===== src/rtl/nibble_isa_decode_execute_macros.svh =====
// Assertion macros shared by the nibble instruction executor RTL.
// Depends on a clock named clk and a reset named rst in the using module.
`ifndef NIBBLE_ISA_DECODE_EXECUTE_MACROS_SVH
`define NIBBLE_ISA_DECODE_EXECUTE_MACROS_SVH

// Checked on every rising edge except while reset is held.
`define NIDE_ASSERT(label, prop, msg) \
  label: assert property (@(posedge clk) disable iff (rst) prop) else $error(msg);

// Checked on every rising edge, reset included.
`define NIDE_ASSERT_ALWAYS(label, prop, msg) \
  label: assert property (@(posedge clk) prop) else $error(msg);

`endif


===== src/rtl/nide_pkg.sv =====
// Shared constants and types for the nibble instruction executor.
// No dependencies; imported by nide_ram and nibble_isa_decode_execute.
`default_nettype none

package nide_pkg;

  // Register file geometry and default datapath width.
  localparam int REG_COUNT      = 16;
  localparam int IDX_W          = 4;
  localparam int DATA_WIDTH_DEF = 32;
  localparam int OUT_VALUE_W    = 32;

  // Opcodes.
  localparam logic [3:0] OP_LDI  = 4'h1;
  localparam logic [3:0] OP_SWAP = 4'h2;
  localparam logic [3:0] OP_ADD  = 4'h3;
  localparam logic [3:0] OP_SUB  = 4'h4;
  localparam logic [3:0] OP_MUL  = 4'h5;
  localparam logic [3:0] OP_DIV  = 4'h6;
  localparam logic [3:0] OP_NOP  = 4'hA;
  localparam logic [3:0] OP_SYS  = 4'hF;

  // Operand nibble that selects a bus write under the system opcode.
  localparam logic [3:0] BUS_MARK = 4'hC;

  // Halt status codes.
  localparam logic [1:0] HALT_RUN     = 2'd0;
  localparam logic [1:0] HALT_INSTR   = 2'd1;
  localparam logic [1:0] HALT_DIVZERO = 2'd2;
  localparam logic [1:0] HALT_ALREADY = 2'd3;

  // One result beat.
  typedef struct packed {
    logic                   reg_written;
    logic [IDX_W-1:0]       reg_index;
    logic [OUT_VALUE_W-1:0] reg_value;
    logic                   second_written;
    logic [IDX_W-1:0]       second_index;
    logic [OUT_VALUE_W-1:0] second_value;
    logic                   bus_write;
    logic [3:0]             bus_device;
    logic [3:0]             bus_address;
    logic [15:0]            bus_data;
    logic [1:0]             halt_status;
    logic                   unknown_opcode;
  } res_t;

endpackage

`default_nettype wire


===== src/rtl/nide_ram.sv =====
// Generic single-port-write, single-port-read RAM with registered read data.
// Depends on nide_pkg for its default geometry.
`default_nettype none

module nide_ram
  import nide_pkg::*;
#(
  parameter int WIDTH = DATA_WIDTH_DEF,
  parameter int DEPTH = REG_COUNT
) (
  input  wire logic                     clk,
  input  wire logic                     we,
  input  wire logic [$clog2(DEPTH)-1:0] waddr,
  input  wire logic [WIDTH-1:0]         wdata,
  input  wire logic [$clog2(DEPTH)-1:0] raddr,
  output logic      [WIDTH-1:0]         rdata
);

  logic [WIDTH-1:0] mem [DEPTH];

  // Write port and registered read port.
  always_ff @(posedge clk) begin
    if (we) begin
      mem[waddr] <= wdata;
    end
    rdata <= mem[raddr];
  end

endmodule

`default_nettype wire


===== src/rtl/nibble_isa_decode_execute.sv =====
// Nibble instruction executor: decode, sequencer, shared adder and register file.
// Depends on nide_pkg, nide_ram and nibble_isa_decode_execute_macros.svh.
//
// Usage: one instruction word enters per beat on the input channel
// (instruction, in_valid, in_ready), and exactly one result beat leaves on
// the output channel (out_valid, out_ready and the result fields).
// The block works on one instruction at a time; in_ready is high only while
// the sequencer is idle. Operands come from the register file RAM one read
// per cycle (three reads), then the instruction executes on one shared
// adder/subtractor. No-op, bus write, halt, unknown opcode and divide by
// zero go from execute straight to the result; load immediate, add and
// subtract then write one register, and swap writes one or two. Multiply
// and divide first run one shift-add or restoring step a cycle on the
// shared adder. Any instruction after a halt skips the reads and execute.
// The next input beat is taken the cycle after a result is loaded into the
// output register. If the receiver stalls, the next instruction runs to
// completion and waits. Reset clears the register file (through
// per-register valid bits), the halted flag and both channels.
`default_nettype none

`include "nibble_isa_decode_execute_macros.svh"

module nibble_isa_decode_execute
  import nide_pkg::*;
#(
  parameter int DATA_WIDTH = DATA_WIDTH_DEF
) (
  input  wire logic                   clk,
  input  wire logic                   rst,
  input  wire logic                   in_valid,
  output logic                        in_ready,
  input  wire logic [31:0]            instruction,
  output logic                        out_valid,
  input  wire logic                   out_ready,
  output logic                        reg_written,
  output logic [IDX_W-1:0]            reg_index,
  output logic [OUT_VALUE_W-1:0]      reg_value,
  output logic                        second_written,
  output logic [IDX_W-1:0]            second_index,
  output logic [OUT_VALUE_W-1:0]      second_value,
  output logic                        bus_write,
  output logic [3:0]                  bus_device,
  output logic [3:0]                  bus_address,
  output logic [15:0]                 bus_data,
  output logic [1:0]                  halt_status,
  output logic                        unknown_opcode
);

  localparam int W  = DATA_WIDTH;
  localparam int AW = DATA_WIDTH + 1;
  localparam int CW = $clog2(DATA_WIDTH);

  typedef enum logic [8:0] {
    S_IDLE = 9'b000000001,
    S_RD_A = 9'b000000010,
    S_RD_B = 9'b000000100,
    S_RD_C = 9'b000001000,
    S_EXEC = 9'b000010000,
    S_STEP = 9'b000100000,
    S_WR1  = 9'b001000000,
    S_WR2  = 9'b010000000,
    S_DONE = 9'b100000000
  } state_t;

  state_t state, state_next;

  logic [31:0]          instr;
  logic                 halted;
  logic [REG_COUNT-1:0] valid_bits;
  logic                 rd_valid;
  logic [W-1:0]         opa, opb, opc;
  logic [W-1:0]         work_acc;
  logic [CW-1:0]        cnt;
  res_t                 res;
  res_t                 out_res;

  logic [3:0] op, r1, r2, r3, u1, u2, x1, x2;

  logic             ram_we;
  logic [IDX_W-1:0] ram_waddr, ram_raddr;
  logic [W-1:0]     ram_wdata, ram_rdata, rd_data;

  logic [AW-1:0] add_x, add_y;
  logic          add_sub;
  logic [AW:0]   add_sum;
  logic          no_borrow;

  logic [W-1:0] imm_val;
  logic [W-1:0] wval;

  // Operand nibbles of the held instruction.
  assign op = instr[31:28];
  assign r1 = instr[27:24];
  assign r2 = instr[23:20];
  assign r3 = instr[19:16];
  assign u1 = instr[15:12];
  assign u2 = instr[11:8];
  assign x1 = instr[7:4];
  assign x2 = instr[3:0];

  assign in_ready = (state == S_IDLE);

  // Register file storage; an entry never written since reset reads as zero.
  nide_ram #(
    .WIDTH(W),
    .DEPTH(REG_COUNT)
  ) u_regfile (
    .clk  (clk),
    .we   (ram_we),
    .waddr(ram_waddr),
    .wdata(ram_wdata),
    .raddr(ram_raddr),
    .rdata(ram_rdata)
  );

  assign rd_data = rd_valid ? ram_rdata : '0;

  // Read address follows the operand fetch order: r2, r3, then r1.
  always_comb begin
    unique case (state)
      S_RD_A:  ram_raddr = r2;
      S_RD_B:  ram_raddr = r3;
      default: ram_raddr = r1;
    endcase
  end

  // Shared adder: operand add/subtract, multiply accumulate, divide trial subtract.
  always_comb begin
    add_x   = {1'b0, opa};
    add_y   = {1'b0, opb};
    add_sub = (op == OP_SUB);
    if (state == S_STEP) begin
      if (op == OP_DIV) begin
        add_x   = {work_acc, opa[W-1]};
        add_y   = {1'b0, opb};
        add_sub = 1'b1;
      end else begin
        add_x   = {1'b0, work_acc};
        add_y   = {1'b0, opa};
        add_sub = 1'b0;
      end
    end
  end

  assign add_sum   = {1'b0, add_x} + {1'b0, (add_sub ? ~add_y : add_y)}
                   + {{AW{1'b0}}, add_sub};
  assign no_borrow = add_sum[AW];

  // Load-immediate value: u1 alone when u2 is zero.
  assign imm_val = (u2 != 4'h0) ? W'({u1, u2}) : W'({4'h0, u1});

  // Value for the first register write.
  always_comb begin
    case (op) inside
      OP_LDI:          wval = imm_val;
      OP_ADD, OP_SUB:  wval = add_sum[W-1:0];
      OP_MUL:          wval = work_acc;
      default:         wval = opa;
    endcase
  end

  // Register file write port.
  assign ram_we    = (state == S_WR1) || (state == S_WR2);
  assign ram_waddr = (state == S_WR2) ? r2 : r1;
  assign ram_wdata = (state == S_WR2) ? opc : wval;

  // Sequencer next state.
  always_comb begin
    state_next = state;
    unique case (state)
      S_IDLE: begin
        if (in_valid) begin
          state_next = halted ? S_DONE : S_RD_A;
        end
      end
      S_RD_A: state_next = S_RD_B;
      S_RD_B: state_next = S_RD_C;
      S_RD_C: state_next = S_EXEC;
      S_EXEC: begin
        case (op) inside
          OP_LDI, OP_SWAP, OP_ADD, OP_SUB: state_next = S_WR1;
          OP_MUL:                          state_next = S_STEP;
          OP_DIV:  state_next = (opb == '0) ? S_DONE : S_STEP;
          default:                         state_next = S_DONE;
        endcase
      end
      S_STEP: begin
        if (cnt == '0) begin
          state_next = S_WR1;
        end
      end
      S_WR1: state_next = ((op == OP_SWAP) && (r1 != r2)) ? S_WR2 : S_DONE;
      S_WR2: state_next = S_DONE;
      S_DONE: begin
        if (!out_valid || out_ready) begin
          state_next = S_IDLE;
        end
      end
      default: state_next = S_IDLE;
    endcase
  end

  // Control registers.
  always_ff @(posedge clk) begin
    if (rst) begin
      state      <= S_IDLE;
      halted     <= 1'b0;
      valid_bits <= '0;
      rd_valid   <= 1'b0;
      out_valid  <= 1'b0;
    end else begin
      state    <= state_next;
      rd_valid <= valid_bits[ram_raddr];
      if (ram_we) begin
        valid_bits[ram_waddr] <= 1'b1;
      end
      if (state == S_EXEC && op == OP_SYS && instr[27:0] == '1) begin
        halted <= 1'b1;
      end
      if (state == S_EXEC && op == OP_DIV && opb == '0) begin
        halted <= 1'b1;
      end
      // A new result beat replaces a drained one in the same cycle.
      if (state == S_DONE && (!out_valid || out_ready)) begin
        out_valid <= 1'b1;
      end else if (out_valid && out_ready) begin
        out_valid <= 1'b0;
      end
    end
  end

  // Datapath and result registers.
  always_ff @(posedge clk) begin
    unique case (state)
      S_IDLE: begin
        if (in_valid) begin
          instr <= instruction;
          if (halted) begin
            res <= '{halt_status: HALT_ALREADY, default: '0};
          end else begin
            res <= '0;
          end
        end
      end
      S_RD_A: ;
      S_RD_B: opa <= rd_data;
      S_RD_C: opb <= rd_data;
      S_EXEC: begin
        opc      <= rd_data;
        work_acc <= '0;
        cnt      <= CW'(W - 1);
        case (op) inside
          OP_NOP, OP_LDI, OP_SWAP, OP_ADD, OP_SUB, OP_MUL: ;
          OP_DIV: begin
            if (opb == '0) begin
              res.halt_status <= HALT_DIVZERO;
            end
          end
          OP_SYS: begin
            if (instr[27:0] == '1) begin
              res.halt_status <= HALT_INSTR;
            end else if (x2 == BUS_MARK) begin
              res.bus_write   <= 1'b1;
              res.bus_device  <= r1;
              res.bus_address <= r2;
              res.bus_data    <= {r3, u1, u2, x1};
            end
          end
          default: res.unknown_opcode <= 1'b1;
        endcase
      end
      S_STEP: begin
        cnt <= cnt - CW'(1);
        if (op == OP_DIV) begin
          // Restoring divide: quotient shifts through opa, remainder in work_acc.
          if (no_borrow) begin
            work_acc <= add_sum[W-1:0];
            opa      <= {opa[W-2:0], 1'b1};
          end else begin
            work_acc <= {work_acc[W-2:0], opa[W-1]};
            opa      <= {opa[W-2:0], 1'b0};
          end
        end else begin
          // Shift-add multiply: multiplicand in opa, multiplier in opb.
          if (opb[0]) begin
            work_acc <= add_sum[W-1:0];
          end
          opa <= {opa[W-2:0], 1'b0};
          opb <= {1'b0, opb[W-1:1]};
        end
      end
      S_WR1: begin
        res.reg_written <= 1'b1;
        res.reg_index   <= r1;
        res.reg_value   <= OUT_VALUE_W'(wval);
      end
      S_WR2: begin
        res.second_written <= 1'b1;
        res.second_index   <= r2;
        res.second_value   <= OUT_VALUE_W'(opc);
      end
      S_DONE: begin
        if (!out_valid || out_ready) begin
          out_res <= res;
        end
      end
      default: ;
    endcase
  end

  // Result ports.
  assign reg_written    = out_res.reg_written;
  assign reg_index      = out_res.reg_index;
  assign reg_value      = out_res.reg_value;
  assign second_written = out_res.second_written;
  assign second_index   = out_res.second_index;
  assign second_value   = out_res.second_value;
  assign bus_write      = out_res.bus_write;
  assign bus_device     = out_res.bus_device;
  assign bus_address    = out_res.bus_address;
  assign bus_data       = out_res.bus_data;
  assign halt_status    = out_res.halt_status;
  assign unknown_opcode = out_res.unknown_opcode;

  // The halted flag is sticky until reset.
  `NIDE_ASSERT(a_halt_sticky, halted |=> halted, "halted flag cleared without reset")

  // A reported halt always leaves the block halted.
  `NIDE_ASSERT(a_halt_reported, (out_valid && (halt_status == HALT_INSTR || halt_status == HALT_DIVZERO)) |-> halted, "halt reported but block not halted")

  // A register write never comes with a bus write or a halt.
  `NIDE_ASSERT(a_write_excl, (out_valid && reg_written) |-> (!bus_write && halt_status == HALT_RUN), "register write mixed with bus write or halt")

  // A second write belongs to a swap of two distinct registers.
  `NIDE_ASSERT(a_swap_pair, (out_valid && second_written) |-> (reg_written && reg_index != second_index), "second write without a distinct first write")

  // Output beat is empty and the input is ready right after reset.
  `NIDE_ASSERT_ALWAYS(a_reset_empty, rst |=> (!out_valid && in_ready), "channels not cleared by reset")

endmodule

`default_nettype wire

===== config.mk =====
export PLATFORM = sky130hd
export DESIGN_NAME = nibble_isa_decode_execute
export DESIGN_NICKNAME = d
export VERILOG_FILES = /design/src/rtl/nide_pkg.sv /design/src/rtl/nide_ram.sv /design/src/rtl/nibble_isa_decode_execute.sv
export VERILOG_INCLUDE_DIRS = /design/src /design/src/rtl
export SDC_FILE = /design/constraint.sdc
export NUM_CORES = 1
export LEC_CHECK = 0
export BUFFER_PORTS_ARGS = -buffer_cell sky130_fd_sc_hd__buf_2
export CAP_MARGIN = 15
export CELL_PAD_IN_SITES_DETAIL_PLACEMENT = 1
export CELL_PAD_IN_SITES_GLOBAL_PLACEMENT = 2
export CORE_ASPECT_RATIO = 1.75
export CORE_MARGIN = 2
export CORE_UTILIZATION = 47
export DETAILED_ROUTE_END_ITERATION = 10
export HOLD_SLACK_MARGIN = 0.03
export PLACE_DENSITY_LB_ADDON = 0.1
export SLEW_MARGIN = 30
export SYNTH_ARGS = -nofsm -noshare
export SYNTH_HDL_FRONTEND = slang
export SYNTH_SLANG_ARGS = --single-unit
export TNS_END_PERCENT = 20

===== constraint.sdc =====
create_clock -name clk -period 9.6 [get_ports clk]
set_input_delay 0 -clock clk [delete_from_list [all_inputs] [get_ports clk]]
set_output_delay 0 -clock clk [all_outputs]
set_load 0.01 [all_outputs]

Word-level counts from Yosys, hierarchy flattened
Memory sizes are Yosys's and may differ from the RTL's. A register that Yosys moved wholly into a read port is not among the register bits.
Cells that the tools add are included.

storage, ports and cells
  flip-flop bits (word level) = 397
  RAM bits = 512
  input port bits = 36
  output and inout bits = 104
  memories kept = 1

operators by class
  $add $sub $neg = 3
  magnitude comparators = 3
  eq/ne operators = 34
  muxes and demuxes = 63
  bitwise operators = 2
  reductions and logical operators = 35

memory list
  memory         words  width  read ports  clocked after memory_dff  wr ports  RTL line        text
  u_regfile.mem  16     32     1           1                         1         nide_ram.sv:19  logic [WIDTH-1:0] mem [DEPTH];

operators by type and width
  kind                                                                          count
  32-bit 2-to-1 mux                                                             10
  32-bit one-hot mux with 2 select lines                                        3
  37-bit one-hot mux with 2 select lines                                        2
  33-bit 2-to-1 mux                                                             4
  25-bit 2-to-1 mux                                                             5
  102-bit 2-to-1 mux                                                            1
  9-bit 2-to-1 mux                                                              9
  9-bit one-hot mux with 9 select lines                                         1
  28-bit one-hot mux with 2 select lines                                        1
  33-bit by 33-bit adder with 34-bit output                                     1
  34-bit by 1-bit adder with 34-bit output                                      1
  33-bit NOT                                                                    1
  32-bit logical NOT                                                            1
  28-bit == test, second input constant                                         1
  16-bit bitwise OR                                                             1
  2-bit nonzero test                                                            8
  1-bit 2-to-1 mux                                                              15
  4-bit by 3-bit == test with 1-bit output, second input constant               3
  4-bit == test, second input constant                                          3
  2-bit != test, second input constant                                          6
  2-bit AND reduction                                                           6
  4-bit by 5-bit less-than comparator with 1-bit output, second input constant  2
  2-bit 2-to-1 mux                                                              5
  5-bit one-hot mux with 2 select lines                                         1
  other kinds (35)                                                              49

Logic depth before layout (Yosys ltp)
  word-level depth = 10
  mapped depth = 19
  mapped depth without buffers = 15

By module
A second synthesis with hierarchy kept.

second synthesis, totals
  cell total of the unflattened synthesis = 2524
  area, all modules = 38957.4 um^2

by module, submodules not included
  module                     instances  cells an instance  area an instance (um^2)
  nide_ram                   1          838                19854.0
  nibble_isa_decode_execute  1          1686               19103.3

Least setup slack after synthesis
Ideal clock, no wire load.

  path kind = flip-flop to flip-flop
  from = register state[1]
  to = register, netlist name bus_address[0]
  arrival = 5.465 ns
  path slack = 3.560 ns
  cell stages (with the launch flop) = 4
  buffers on the path = 0
  clock period less this slack = 6.040 ns
  cell sequence = dfxtp_1 -> nor4_4 -> nand4b_1 -> nor2b_1

between the ends
  longest elaborated chain between the ends = 2

RTL lines
  element                               RTL line                          text
  start, declared                       nibble_isa_decode_execute.sv:65   state_t state, state_next;
  start signal, assigned                nibble_isa_decode_execute.sv:212  state <= state_next;
  9-bit == test                         nibble_isa_decode_execute.sv:234  unique case (state)
  2-bit AND reduction (no source line)  -

No other way between the ends.
A chain may end at the register's enable or synchronous reset.

Worst setup path in the final report
  from = register state[1]
  to = memory u_regfile.mem[15][30] (netlist bit), data pin

between the ends
  longest elaborated chain between the ends = 9

RTL lines
  element                                    RTL line                          text
  9-bit by 6-bit == test with 1-bit output   nibble_isa_decode_execute.sv:132  if (state == S_STEP) begin
  33-bit 2-to-1 mux                          nibble_isa_decode_execute.sv:132
  33-bit NOT                                 nibble_isa_decode_execute.sv:145  assign add_sum = {1'b0, add_x} + {1'b0, (add_sub ? ~add_y : add_y)}
  33-bit 2-to-1 mux                          nibble_isa_decode_execute.sv:145
  33-bit by 33-bit adder with 34-bit output  nibble_isa_decode_execute.sv:145
  34-bit by 1-bit adder with 34-bit output   nibble_isa_decode_execute.sv:146  + {{AW{1'b0}}, add_sub};
  32-bit 2-to-1 mux (2 in series)            nibble_isa_decode_execute.sv:154  case (op) inside
  32-bit 2-to-1 mux (*)                      nibble_isa_decode_execute.sv:165  assign ram_wdata = (state == S_WR2) ? opc : wval;
  named net ram_wdata[30]                    nibble_isa_decode_execute.sv:81   logic [W-1:0] ram_wdata, ram_rdata, rd_data;
  end, declared                              nide_ram.sv:19

The timed path passes the listed nets; every way through them passes the cells marked *.

==> summary.md <==
| Metric | Value |
|---|---|
| Register area | 27700 um^2 |
| Clk_lat worst skew | 0.68 ns |
| TritonCTS clock tree | built |
| Main combinational cell family by area after synthesis | simple AND/OR/NAND/NOR gates |
| Final worst path period need | 6.09 ns |
| Avg WL per Cell | 27.3 um |
| Fin crit share | 0.634 |
| Synthesized cell area | 40100 um^2 |
| Mapped Cells | 3186 |
| Fin Setup TNS | 0 ns |
| Final Wtd Congestion | 0.913 |
| Ports | 140 |
| Final setup viols | 0 |
| Max-slew violation count | 0 |
| Critical Path Sink Type | register |
| Final ANT Viol Nets | 0 |
| Count of TritonRoute iterations in the first routing pass | 9 |
| GRT Util Overall | 0.281 |
| Least-Margin Pin Slew | 0.992 ns |
| # nets final | 3405 |
| Die Ht | 390 um |
| Initial antenna violation count | 4 |
| Worst Setup Start Kind | register |
| Fraction of final layout cells sized beyond drive strength 1 | 0.127 |
| Max Freq | 164 MHz |
| Grt total ovfl | 0 |
| Pwr Total | 9.47 mW |
| Number of global-route vias before repair | 28500 |
| Initial core utilization | 0.474 |
| #FFs+latches synth | 941 |
| YS warnings | 0 |
| Post-synthesis sequential area ratio | 0.691 |
| HP Class | in2reg |
| Post-Route Skew | 0.0219 ns |
| Synth Area in Adders | 0.0108 |
| Max-cap violation count | 0 |
| Xor and xnor area share after synthesis | 0.0114 |
| Leading area contributor after synthesis | edfxtp_1 |
| Area share of the largest cell type after synthesis | 0.661 |
| Worst Path Arrival | 6.41 ns |
| Worst-path clk slew | 0.07 ns |
| Die footprint | 87700 um^2 |
| Fill cell count | 8417 |
| Initial DRC count | 2167 |
| Worst relative slew slack | 0.335 |
| Row cnt | 141 |
| Multi-input logic area | 11800 um^2 |
| Syn Nets | 3256 |
| Residual DRC | 0 |
| Worst hold slack | 0.0928 ns |
| CTS root buf | clkbuf_16 |
| Layout area overhead | 13.6% |
| Vias | 27000 |
| Fin. Hold Viols | 0 |
| Setup CP Type | reg2reg |
| PD cells | 208 nW/um^2 |
| CTS H-tree depth | 3 |
| Synth Area in Compound Gates | 0.0943 |
| Drt via density | 6.02 |
| Post-CTS setup repair buffer count | 0 |
| Total core area | 84500 um^2 |
| CTS Buf Count | 86 |
| Largest net degree at the start of global routing | 147 |
| Longest Clk Path Bufs | 3 |
| RSZ-0062 raised after global routing | false |
| Port bufs | 139 |
| Status | completed |
| Crit path max fanout | 74 |
| DPL Wire Length | 75500 um |
| Top cells by area, synth | edfxtp_1 66%, nand2_1 6.2%, dfxtp_1 3.0% |
| Die Wd | 225 um |
| Max rail drop VDD | 0.000173 V |
| Total length of routed wires | 122000 um |
| Syn avg cell area | 12.6 um^2 |
| Worst path required time | 9.92 ns |
| Netlist cell types | 80 |
| First-pass GRT wire length | 183000 um |
| CTS Sinks | 941 |
| Number of synthesized flops with an enable pin | 881 |
| Predominant post-synthesis flop cell | edfxtp_1 |
| Post-Synth Simple-Gate Area | 0.146 |
| Hold path depth | 2 |
| Mux contribution to synthesized area | 0.0238 |
| Leak | 16.3 nW |
| Reg2reg path depth | 16 |
| Post-synth ARST share | 0 |
## cells in the mapped netlist, drive strengths merged, types with 23 or more instances
master  instances
and2           97
nor3           23
edfxtp        881
nand3         151
o21bai         30
clkbuf        156
nor2          190
ha             33
xnor2          41
dfxtp          60
a31oi          56
a211oi         77
nand2         660
mux2i          92
o21ai          68
a21oi         126
and3           73
a311oi         98
buf            49
## worst max-delay path: stages (launching register included)
cell and delay (ns):
dfxtp_1 0.36, nor4_4 0.57, and3_2 0.32, buf_4 0.60, o21ai_2 0.11, buf_4 0.25
xnor2_1 0.28, inv_1 0.11, fa_1 0.45, nor2b_1 0.19, o2111ai_1 0.21, a21oi_1 0.41
o311ai_0 0.32, a21oi_1 0.37, o22ai_1 0.17, a31oi_1 0.66, o21bai_2 0.33
## cells by family after synthesis
| kind of cell | Yosys count |
|---|---|
| flip-flops | 941 |
| XOR/XNOR | 52 |
| adder cells (fa/ha/maj) | 34 |
| AND/OR/NAND/NOR | 1289 |
| buffers and inverters | 226 |
| multiplexers | 95 |
| AO/OA/AOI/OAI | 549 |
## report_power, final
| part | leakage, nW | internal, mW | switching, mW |
|---|---|---|---|
| Sequential | 8.59 | 4.71 | 0.0818 |
| Clock | 1.38 | 1.97 | 1.52 |
| Combinational | 6.30 | 0.339 | 0.847 |
## layout by cell type (no fill, tap or decap), types with 19 or more instances in the layout
cell type      instances
a211oi_1              74
a21oi_1              122
a311oi_1              98
a31oi_1               55
and2_1                93
and3_1                71
buf_2                139
buf_4                 67
clkbuf_1              19
clkbuf_16             88
dfxtp_1               60
dlygate4sd3_1         58
edfxtp_1             881
ha_1                  33
inv_1                 20
mux2i_1               92
nand2_1              653
nand3_1              148
nand4_1               22
nor2_1               171
o21ai_0               65
o21bai_2              22
xnor2_1               41
## timing repair
item / in CTS / in global routing
hold buffers: 58 / 0
resized for setup: 0 / 0
hold endpoints to repair: 62 / 0
## cell type report
type / count / share of cell area
sequential: 941 / 0.608
multi-input combinational: 2019 / 0.258
clock buffer: 112 / 0.0515
timing repair buffer: 266 / 0.0402
tap: 1072 / 0.0295
clock inverter: 45 / 0.0107
inverter: 21 / 0.00173
antenna: 1 / 0.0000550
## final timing paths
check | start | slack (ns) | to
min reg2reg | res[6]$_SDFFCE_PN0P_ | 0.41 | bus_data[3]$_DFFE_PP_
max | state[1]$_SDFFE_PP0P_ | 3.51 | u_regfile.mem[15][30]$_DFFE_PP_
max reg2reg | state[1]$_SDFFE_PP0P_ | 3.51 | u_regfile.mem[15][30]$_DFFE_PP_
min | instruction[14] | 0.09 | instr[14]$_DFFE_PP_
## per-stage QoR
stage	std cells	utilization	setup WS [ns]	instance area, um^2
6_report	4477	0.538	3.51	45500
5_1_grt	4477	0.538	3.04	45500
4_1_cts	4476	0.538	3.21	45400
3_5_place_dp	4261	0.497	3.25	42000
3_3_place_gp	4260	0.497	3.41	42000
2_1_floorplan	3186	-	3.56	40100
## registers in the layout, indices dropped and copies added, names as in the netlist, 5 cells and up
name / count
second_value: 32
cnt: 5
opa: 32
opb: 32
u_regfile.rdata: 32
instr: 32
res: 102
reg_value: 32
bus_data: 16
state: 9
opc: 32
work_acc: 32
u_regfile.mem: 512
valid_bits: 16
## layer usage
metal  wire, um  GRT usage
met1      48500      0.348
met2      62600      0.494
met3       5860     0.0312
met4       5400      0.129
met5         13          0
Note: power is estimated with default switching activity, not from simulation.
